===== config.mk =====
export PLATFORM = sky130hd
export DESIGN_NAME = skeleton_hand_gesture_detector_flat
export DESIGN_NICKNAME = d
export VERILOG_FILES = /design/src/hdl/shgd_pkg.sv /design/src/hdl/shgd_item_if.sv /design/src/hdl/shgd_cfg_regs.sv /design/src/hdl/shgd_judge.sv /design/src/hdl/skeleton_hand_gesture_detector.sv /design/src/flat_wrapper.sv
export SDC_FILE = /design/constraint.sdc
export NUM_CORES = 1
export LEC_CHECK = 0
export BUFFER_PORTS_ARGS = -buffer_cell sky130_fd_sc_hd__buf_2
export CORE_ASPECT_RATIO = 1.2
export CORE_MARGIN = 1.5
export CORE_UTILIZATION = 37
export CTS_BUF_LIST = sky130_fd_sc_hd__clkbuf_4 sky130_fd_sc_hd__clkbuf_8
export DETAILED_ROUTE_END_ITERATION = 12
export GPL_ROUTABILITY_DRIVEN = 0
export SETUP_SLACK_MARGIN = 0.15
export SKIP_LAST_GASP = 1
export SLEW_MARGIN = 20
export SYNTH_ARGS = -nofsm -noshare
export SYNTH_HDL_FRONTEND = slang
export SYNTH_SLANG_ARGS = --single-unit
export TNS_END_PERCENT = 50

===== constraint.sdc =====
create_clock -name clk -period 6.85 [get_ports clk]
set_input_delay 1.7125 -clock clk [delete_from_list [all_inputs] [get_ports clk]]
set_output_delay 1.7125 -clock clk [all_outputs]
set_load 0.01 [all_outputs]

===== src/hdl/shgd_pkg.sv =====
// ----------------------------------------------------------------------------
// shgd_pkg
// Shared types, register indexes, defaults and helpers of the skeleton
// hand gesture detector.
// ----------------------------------------------------------------------------
package shgd_pkg;

    localparam int USER_W      = 3;
    localparam int COORD_W     = 16;
    localparam int MODE_W      = 3;
    localparam int CNT_W       = 8;
    localparam int CFG_IDX_W   = 3;
    localparam int CFG_DATA_W  = 16;
    localparam int MAX_USERS_DEF = 8;

    localparam logic [CNT_W-1:0]   ARM_FRAMES_RST   = 8'd10;
    localparam logic [CNT_W-1:0]   WAVE_LIMIT_RST   = 8'd4;
    localparam logic [CNT_W-1:0]   STILL_LIMIT_RST  = 8'd4;
    localparam logic [COORD_W-1:0] NEAR_DEPTH_RST   = 16'd200;
    localparam logic [COORD_W-1:0] FAST_MIN_RST     = 16'd8;
    localparam logic [COORD_W-1:0] SLOW_MAX_RST     = 16'd2;
    localparam logic [MODE_W-1:0]  RAISED_MODE_RST  = 3'd2;

    typedef enum logic [CFG_IDX_W-1:0] {
        REG_ARM_FRAMES  = 3'd0,
        REG_WAVE_LIMIT  = 3'd1,
        REG_STILL_LIMIT = 3'd2,
        REG_NEAR_DEPTH  = 3'd3,
        REG_FAST_MIN    = 3'd4,
        REG_SLOW_MAX    = 3'd5,
        REG_RAISED_MODE = 3'd6
    } cfg_idx_t;

    typedef enum logic [1:0] {
        CMD_NONE  = 2'd0,
        CMD_STOP  = 2'd1,
        CMD_START = 2'd2
    } hand_cmd_t;

    typedef struct packed {
        logic [CNT_W-1:0]   arm_frames;
        logic [CNT_W-1:0]   wave_count_limit;
        logic [CNT_W-1:0]   still_count_limit;
        logic [COORD_W-1:0] near_depth_limit;
        logic [COORD_W-1:0] fast_move_min;
        logic [COORD_W-1:0] slow_move_max;
        logic [MODE_W-1:0]  raised_mode_code;
    } cfg_t;

    typedef struct packed {
        logic                      frame_start;
        logic [USER_W-1:0]         user_index;
        logic signed [COORD_W-1:0] right_hand_x;
        logic signed [COORD_W-1:0] right_hand_y;
        logic [MODE_W-1:0]         right_hand_mode;
        logic signed [COORD_W-1:0] left_hand_y;
        logic [MODE_W-1:0]         left_hand_mode;
        logic signed [COORD_W-1:0] torso_y;
        logic signed [COORD_W-1:0] head_x;
        logic signed [COORD_W-1:0] head_y;
        logic signed [COORD_W-1:0] head_z;
    } item_t;

    typedef struct packed {
        logic [USER_W-1:0] for_user;
        hand_cmd_t         hand_command;
        logic              wave_seen;
    } result_t;

    function automatic logic [CNT_W-1:0] inc_sat(input logic [CNT_W-1:0] c);
        return (&c) ? c : c + 1'b1;
    endfunction

endpackage


===== src/hdl/shgd_item_if.sv =====
// ----------------------------------------------------------------------------
// shgd_item_if / shgd_result_if
// Valid/ready channels for joint records and gesture results.
// ----------------------------------------------------------------------------
interface shgd_item_if
    import shgd_pkg::*;
();
    logic  valid;
    logic  ready;
    item_t data;

    modport source (output valid, output data, input ready);
    modport sink   (input valid, input data, output ready);
endinterface

interface shgd_result_if
    import shgd_pkg::*;
();
    logic    valid;
    logic    ready;
    result_t data;

    modport source (output valid, output data, input ready);
    modport sink   (input valid, input data, output ready);
endinterface


===== src/hdl/shgd_cfg_regs.sv =====
// ----------------------------------------------------------------------------
// shgd_cfg_regs
// Configuration register bank, write only, unknown indexes ignored.
// ----------------------------------------------------------------------------
module shgd_cfg_regs
    import shgd_pkg::*;
(
    input  logic                  clk,
    input  logic                  rst_n,
    input  logic                  cfg_write_en,
    input  logic [CFG_IDX_W-1:0]  cfg_index,
    input  logic [CFG_DATA_W-1:0] cfg_data,
    output cfg_t                  cfg
);

    cfg_t cfg_reg;
    cfg_t cfg_next;

    always_comb
    begin
        cfg_next = cfg_reg;
        if (cfg_write_en)
        begin
            unique case (cfg_idx_t'(cfg_index))
                REG_ARM_FRAMES:  cfg_next.arm_frames        = cfg_data[CNT_W-1:0];
                REG_WAVE_LIMIT:  cfg_next.wave_count_limit  = cfg_data[CNT_W-1:0];
                REG_STILL_LIMIT: cfg_next.still_count_limit = cfg_data[CNT_W-1:0];
                REG_NEAR_DEPTH:  cfg_next.near_depth_limit  = cfg_data[COORD_W-1:0];
                REG_FAST_MIN:    cfg_next.fast_move_min     = cfg_data[COORD_W-1:0];
                REG_SLOW_MAX:    cfg_next.slow_move_max     = cfg_data[COORD_W-1:0];
                REG_RAISED_MODE: cfg_next.raised_mode_code  = cfg_data[MODE_W-1:0];
                default:         cfg_next = cfg_reg;
            endcase
        end
    end

    always_ff @(posedge clk or negedge rst_n)
    begin
        if (!rst_n)
        begin
            cfg_reg.arm_frames        <= ARM_FRAMES_RST;
            cfg_reg.wave_count_limit  <= WAVE_LIMIT_RST;
            cfg_reg.still_count_limit <= STILL_LIMIT_RST;
            cfg_reg.near_depth_limit  <= NEAR_DEPTH_RST;
            cfg_reg.fast_move_min     <= FAST_MIN_RST;
            cfg_reg.slow_move_max     <= SLOW_MAX_RST;
            cfg_reg.raised_mode_code  <= RAISED_MODE_RST;
        end
        else
        begin
            cfg_reg <= cfg_next;
        end
    end

    assign cfg = cfg_reg;

endmodule


===== src/hdl/shgd_judge.sv =====
// ----------------------------------------------------------------------------
// shgd_judge
// Per-record gesture judgement: frame arming, hand commands, per-user
// move counters and wave detection. State advances on each fire.
// ----------------------------------------------------------------------------
module shgd_judge
    import shgd_pkg::*;
#(
    parameter int MAX_USERS = MAX_USERS_DEF
)
(
    input  logic    clk,
    input  logic    rst_n,
    input  logic    fire,
    input  item_t   item,
    input  cfg_t    cfg,
    output result_t res
);

    localparam int USER_IDX_W = (MAX_USERS > 1) ? $clog2(MAX_USERS) : 1;

    logic [CNT_W-1:0]   wait_frames_reg;
    logic [CNT_W-1:0]   wait_frames_next;
    logic               frame_armed_reg;
    logic               frame_armed_next;
    logic [COORD_W-1:0] prev_x_reg;
    logic [COORD_W-1:0] prev_x_next;
    logic [CNT_W-1:0]   fast_reg [MAX_USERS];
    logic [CNT_W-1:0]   slow_reg [MAX_USERS];
    logic [CNT_W-1:0]   fast_new;
    logic [CNT_W-1:0]   slow_new;

    logic                  user_valid;
    logic [USER_IDX_W-1:0] idx;
    logic                  near;
    logic                  right_raised;
    logic                  left_raised;
    logic                  in_pose;
    logic signed [COORD_W:0] diff;
    logic [COORD_W:0]      abs_diff;
    logic                  wave;
    hand_cmd_t             cmd;

    assign user_valid   = (int'(item.user_index) < MAX_USERS);
    assign idx          = USER_IDX_W'(item.user_index);
    assign near         = $signed({item.head_z[COORD_W-1], item.head_z})
                          < $signed({1'b0, cfg.near_depth_limit});
    assign right_raised = (item.right_hand_mode == cfg.raised_mode_code);
    assign left_raised  = (item.left_hand_mode == cfg.raised_mode_code);
    assign in_pose      = (item.head_x < item.right_hand_x)
                          && (item.torso_y < item.right_hand_y) && right_raised;
    assign diff         = $signed({prev_x_reg[COORD_W-1], prev_x_reg})
                          - $signed({item.right_hand_x[COORD_W-1], item.right_hand_x});
    assign abs_diff     = diff[COORD_W] ? unsigned'(-diff) : unsigned'(diff);

    always_comb
    begin
        wait_frames_next = wait_frames_reg;
        frame_armed_next = frame_armed_reg;
        prev_x_next      = prev_x_reg;
        fast_new         = '0;
        slow_new         = '0;
        wave             = 1'b0;
        cmd              = CMD_NONE;

        if (item.frame_start)
        begin
            frame_armed_next = (wait_frames_reg > cfg.arm_frames);
            if (!frame_armed_next)
            begin
                wait_frames_next = inc_sat(wait_frames_reg);
            end
        end

        if (frame_armed_next)
        begin
            if (user_valid)
            begin
                fast_new = fast_reg[idx];
                slow_new = slow_reg[idx];
            end
            if (user_valid && (fast_new > cfg.wave_count_limit))
            begin
                wave             = 1'b1;
                wait_frames_next = '0;
                fast_new         = '0;
                slow_new         = '0;
            end
            if (slow_new > cfg.still_count_limit)
            begin
                fast_new = '0;
                slow_new = '0;
            end
            priority if (item.head_y < item.right_hand_y && right_raised && near)
            begin
                cmd = CMD_STOP;
            end
            else if (item.head_y < item.left_hand_y && left_raised && near)
            begin
                cmd = CMD_START;
            end
            else
            begin
                cmd = CMD_NONE;
            end
            if (user_valid && in_pose)
            begin
                prev_x_next = item.right_hand_x;
                if (abs_diff >= {1'b0, cfg.fast_move_min})
                begin
                    fast_new = inc_sat(fast_new);
                end
                if (abs_diff <= {1'b0, cfg.slow_move_max})
                begin
                    slow_new = inc_sat(slow_new);
                end
            end
            else
            begin
                fast_new = '0;
                slow_new = '0;
            end
        end
    end

    always_ff @(posedge clk or negedge rst_n)
    begin
        if (!rst_n)
        begin
            wait_frames_reg <= '0;
            frame_armed_reg <= 1'b0;
            prev_x_reg      <= '0;
            for (int k = 0; k < MAX_USERS; k++)
            begin
                fast_reg[k] <= '0;
                slow_reg[k] <= '0;
            end
        end
        else if (fire)
        begin
            wait_frames_reg <= wait_frames_next;
            frame_armed_reg <= frame_armed_next;
            prev_x_reg      <= prev_x_next;
            if (user_valid)
            begin
                fast_reg[idx] <= fast_new;
                slow_reg[idx] <= slow_new;
            end
        end
    end

    assign res.for_user     = item.user_index;
    assign res.hand_command = cmd;
    assign res.wave_seen    = wave;

    // a wave restarts the arming count
    a_wave_clears_wait: assert property (@(posedge clk) disable iff (!rst_n)
        fire && wave |=> wait_frames_reg == '0)
        else $error("wait count not cleared after wave");

    // nothing is judged in an unarmed frame
    a_unarmed_quiet: assert property (@(posedge clk) disable iff (!rst_n)
        fire && !frame_armed_next |-> cmd == CMD_NONE && !wave)
        else $error("result reported in unarmed frame");

    // out-of-range users never wave and leave the shared x alone
    a_bad_user: assert property (@(posedge clk) disable iff (!rst_n)
        fire && !user_valid |=> !$past(wave) && prev_x_reg == $past(prev_x_reg))
        else $error("out-of-range user changed state");

endmodule


===== src/hdl/skeleton_hand_gesture_detector.sv =====
// ----------------------------------------------------------------------------
// skeleton_hand_gesture_detector
// Path: a record taken passes the input register, then the result register;
//   a result that is not taken holds the record in the input register.
// Throughput: one record per cycle while results are taken; one judge pass.
// Reset: counters, arming state and shared x clear at once; registers load
//   their defaults.
// ----------------------------------------------------------------------------
module skeleton_hand_gesture_detector
    import shgd_pkg::*;
#(
    parameter int MAX_USERS = MAX_USERS_DEF
)
(
    input  logic                  clk,
    input  logic                  rst_n,
    shgd_item_if.sink             item,
    shgd_result_if.source         result,
    input  logic                  cfg_write_en,
    input  logic [CFG_IDX_W-1:0]  cfg_index,
    input  logic [CFG_DATA_W-1:0] cfg_data
);

    cfg_t    cfg;
    item_t   item_reg;
    logic    item_valid_reg;
    logic    item_valid_next;
    result_t result_reg;
    result_t judged;
    logic    result_valid_reg;
    logic    result_valid_next;
    logic    advance;
    logic    take;

    shgd_cfg_regs u_cfg_regs (
        .clk          (clk),
        .rst_n        (rst_n),
        .cfg_write_en (cfg_write_en),
        .cfg_index    (cfg_index),
        .cfg_data     (cfg_data),
        .cfg          (cfg)
    );

    shgd_judge #(
        .MAX_USERS (MAX_USERS)
    ) u_judge (
        .clk   (clk),
        .rst_n (rst_n),
        .fire  (advance),
        .item  (item_reg),
        .cfg   (cfg),
        .res   (judged)
    );

    assign advance    = item_valid_reg && (!result_valid_reg || result.ready);
    assign item.ready = !item_valid_reg || advance;
    assign take       = item.valid && item.ready;

    always_comb
    begin
        item_valid_next = take ? 1'b1 : (advance ? 1'b0 : item_valid_reg);
        result_valid_next = advance ? 1'b1
                          : (result.ready ? 1'b0 : result_valid_reg);
    end

    always_ff @(posedge clk or negedge rst_n)
    begin
        if (!rst_n)
        begin
            item_valid_reg   <= 1'b0;
            result_valid_reg <= 1'b0;
        end
        else
        begin
            item_valid_reg   <= item_valid_next;
            result_valid_reg <= result_valid_next;
        end
    end

    // payload registers
    always_ff @(posedge clk)
    begin
        if (take)
        begin
            item_reg <= item.data;
        end
        if (advance)
        begin
            result_reg <= judged;
        end
    end

    assign result.valid = result_valid_reg;
    assign result.data  = result_reg;

    // an empty input stage always takes a record
    a_empty_ready: assert property (@(posedge clk) disable iff (!rst_n)
        !item_valid_reg |-> item.ready)
        else $error("input stage empty but not ready");

endmodule

===== src/flat_wrapper.sv =====
// flat-port wrapper written by rule: the top's interface ports become plain ports
module skeleton_hand_gesture_detector_flat import shgd_pkg::*;
#(
    parameter int MAX_USERS = MAX_USERS_DEF
)
  (clk, rst_n, cfg_write_en, cfg_index, cfg_data, item_valid, item_data, item_ready, result_valid, result_data, result_ready);
  shgd_item_if item_i ();
  shgd_result_if result_i ();
  input  logic clk;
  input  logic rst_n;
  input  logic cfg_write_en;
  input  logic [CFG_IDX_W-1:0] cfg_index;
  input  logic [CFG_DATA_W-1:0] cfg_data;
  input wire logic [$bits(item_i.valid)-1:0] item_valid;
  input wire logic [$bits(item_i.data)-1:0] item_data;
  output wire logic [$bits(item_i.ready)-1:0] item_ready;
  output wire logic [$bits(result_i.valid)-1:0] result_valid;
  output wire logic [$bits(result_i.data)-1:0] result_data;
  input wire logic [$bits(result_i.ready)-1:0] result_ready;
  assign item_i.valid = item_valid;
  assign item_i.data = item_data;
  assign item_ready = item_i.ready;
  assign result_valid = result_i.valid;
  assign result_data = result_i.data;
  assign result_i.ready = result_ready;
  skeleton_hand_gesture_detector #(.MAX_USERS(MAX_USERS)) u_core (.clk(clk), .rst_n(rst_n), .item(item_i), .result(result_i), .cfg_write_en(cfg_write_en), .cfg_index(cfg_index), .cfg_data(cfg_data));
endmodule

==> results.py <==
metrics = {
    "synthesis": {
        "synth_adder_area_share": 0.101,
        "syn_area_sq_um": 18800,
        "async_reset_ff_frac": 0.642,
        "ys_seq_elements": 358,
        "synth_top_family_by_area": "compound AO/OA/AOI/OAI gates",
        "synth-simple-area-share": 0.125,
        "syn-mean-instance-area_sq_um": 10.9,
        "synth_compound_area_frac": 0.138,
        "synth-xor-area-share": 0.0203,
        "syn_inst": 1727,
        "synth_edf_count": 128,
        "synth_cell_types": 87,
        "seq_area_frac_synth": 0.510,
        "synth_nets": 2024,
        "synth_mux_area_frac": 0.0657,
        "ys_warn_count": 0,
        "ys.flop_type": "dfrtp_1",
    },
    "setup_path": {
        "r2r_start": "u_core.item_reg[118]",
        "cp-start-kind": "flip-flop",
        "critical_path_peak_fanout": 14,
        "crit_type": "flip-flop to flip-flop",
        "critPathArrivalTime_ns": 6.77,
        "end_kind": "flip-flop",
        "r2r-end": "u_core.u_judge.slow_reg[45]",
        "cp_data_required_time_ns": 7.32,
        "r2r_slack_ns": 0.54,
        "reg2regPathDepth": 23,
    },
    "layout": {
        "fin_area_sq_um": 21900,
        "drive_gt1_frac": 0.225,
        "area_growth_pct": 16.3,
        "fin_nets": 2231,
        "largest_reg_flops": 122,
        "final_util": 0.435,
        "final_cell_count_no_fill": 2629,
    },
    "worst_hold_path": {
        "hp-class": "flip-flop to flip-flop",
        "whs_endpoint": "u_core.u_judge.fast_reg[0]",
        "hp-start": "u_core.u_judge.fast_reg[0]",
        "min_path_cells": 2,
    },
    "sta": {
        "fin_skew_ns": 0.0228,
        "fmax_ghz": 0.159,
        "slew_viol_final": 0,
        "finalHoldViolations": 0,
        "setup_slack_ns": 0.543,
        "slew_headroom": 0.268,
        "tightest_slew_ns": 1.09,
        "finalCritPeriodShare": 0.921,
        "setup_viol": 0,
        "hold_slack_ns": 0.469,
        "finalSetupTns_ns": 0,
        "rsz0062_at_grt": "false",
        "post-route-min-period_ns": 6.31,
    },
    "die": {
        "die_area_sq_um": 52300,
        "die_w_um": 209,
        "start_util": 0.374,
        "die_y_um": 250,
        "pin_count": 154,
        "num_rows": 90,
        "fp.coreArea_sq_um": 50300,
    },
    "route": {
        "routedWlPerCell_um": 17.9,
        "drc": 0,
        "dr_wl_met2_um": 22600,
        "wl_met1_um": 20300,
        "wl_met3_um": 2510,
        "ant_nets": 0,
        "firstDrtPassIters": 7,
        "drt-total-wl_um": 47100,
        "vias_per_cell": 5.27,
        "drt_iter0_markers": 888,
        "highest_layer": "met5",
        "routed-via-count": 13800,
    },
    "outcome": {
        "status": "finished clean",
    },
    "cts": {
        "cts_buffer_depth": 3,
        "hold_buffers": 0,
        "clk_root_buffer_cell": "clkbuf_8",
        "h-tree-depth": 2,
        "clk-insertion-delay-late_ns": 0.63,
        "cts_sinks": 358,
        "cts.clk_slew.worst_paths_ns": 0.06,
        "cts_tree": "built",
        "cts_made_buffers": 58,
    },
    "power": {
        "peakVddDrop_mv": 0.193,
        "leakagePower_nw": 9.77,
        "powerDensity_nw_per_um2": 254,
        "power_mw": 5.57,
    },
    "global_route": {
        "grt_pass1_wl_um": 75700,
        "grt_pass1_vias": 14200,
        "grt_max_degree": 135,
        "track_usage": 0.183,
        "overflow": 0,
        "antenna_found_initial": 4,
    },
    "placed_design": {
        "dpl.hpwl_um": 34300,
        "placed_area_sq_um": 20500,
        "portBuffers": 153,
        "placedCellCount": 2508,
        "place_ws_ns": 0.221,
    },
    "run": {
        "cap_violations": 0,
    },
}
[cell usage after synthesis, drive strengths merged, types with 4 or more instances]
master	instances	area [sq um]
mux4	18	405
nor2	61	229
and4	6	52.6
xor2	17	156
nor3	21	105
buf	19	120
o21a	11	83.8
nor4	5	37.5
a221oi	5	43.8
and2	12	75.1
nand3	29	145
or3	16	100
nand4b	6	52.6
ha	150	1880
inv	131	492
or4	5	41.3
o22ai	4	25.0
mux2i	19	190
a31oi	7	43.8
o31ai	18	135
edfxtp	128	3840
dfstp	10	263
nand4	24	150
and3	14	87.6
nand2b	25	156
a21o	28	210
nor3b	4	30.0
o21ai	195	1040
a211o	4	35.0
dfrtp	220	5510
clkbuf	39	146
a2111oi	6	72.6
o211ai	12	90.1
or2	7	43.8
a211oi	13	118
a21oi	66	338
nand2	217	815
o221ai	4	35.0
mux2	57	642
xnor2	25	226
nor2b	19	119
[worst max-delay path by stage]
stage	startpoint	end	slack, ns	cells after the start
detailed placement	u_core.item_reg[118]	u_core.u_judge.fast_reg[16]	0.22	22
CTS	u_core.item_reg[118]	u_core.u_judge.fast_reg[16]	0.22	22
global placement	u_core.item_reg[118]	u_core.u_judge.fast_reg[48]	0.50	22
finish	u_core.item_reg[118]	u_core.u_judge.slow_reg[45]	0.54	23
global route	u_core.item_reg[118]	u_core.u_judge.slow_reg[45]	0.17	23
floorplan	u_core.item_reg[118]	u_core.u_judge.fast_reg[16]	0.62	26
[routing by layer]
metal	up-vias	GRT usage
met4	2	0.0754
met1	6687	0.230
met5	-	0
met2	369	0.306
met3	117	0.0361
li1	6668	-
[where the power goes]
part | internal [mW] | switching (mW) | total, mW
logic | 0.431 | 0.624 | 1.05
clock network | 1.15 | 0.869 | 2.02
registers | 2.41 | 0.0837 | 2.49
[layout make-up]
cell class,count,area [sq um]
fillers,4684,28400
flip-flops and latches,358,9610
multi-input cells,1180,8510
repair buffers,205,1200
clock buffers,90,1120
well taps,644,806
inverters,131,492
clock inverters,17,165
diodes,4,10.0
[logic make-up after synthesis]
family / Yosys count
buffers and inverters: 189
flip-flops: 358
AO/OA/AOI/OAI: 409
multiplexers: 94
adder cells (fa/ha/maj): 151
XOR/XNOR: 42
AND/OR/NAND/NOR: 484
[layout by cell type (no fill, tap or decap), drive strengths merged, types with 17 or more instances in the layout]
cell type,instances
dfrtp,220
inv,131
mux2,57
nor3,21
edfxtp,128
nand3,29
mux4,18
a21o,28
a21oi,66
nand2b,25
nand4,24
o21ai,195
nand2,217
ha,150
buf,205
xor2,17
nor2b,19
xnor2,25
mux2i,19
clkbuf,90
nor2,61
o31ai,18
[worst max-delay path: stages (launching register included)]
cell and delay, ns:
edfxtp_1 0.32, buf_4 0.16, buf_4 0.15, mux4_2 0.48, mux2i_1 0.32, inv_1 0.16, ha_1 0.34, a21oi_1 0.16
o21ai_0 0.11, o22a_2 0.33, nor2_1 0.27, ha_1 0.31, a21oi_1 0.15, o21ai_0 0.12, o21ai_0 0.43, and4b_1 0.39
ha_1 0.21, nor3b_1 0.26, nand2b_1 0.08, nor4_1 0.35, nand2_1 0.24, nand4_1 0.16, xor2_1 0.45, o21ai_0 0.17
[what timing repair did]
| item | 4_1_cts | 5_1_grt |
|---|---|---|
| setup endpoints to repair | 0 | 113 |
| resized for setup | 0 | 3 |
| setup buffers | 0 | 10 |
(Power assumes the default switching activity.)
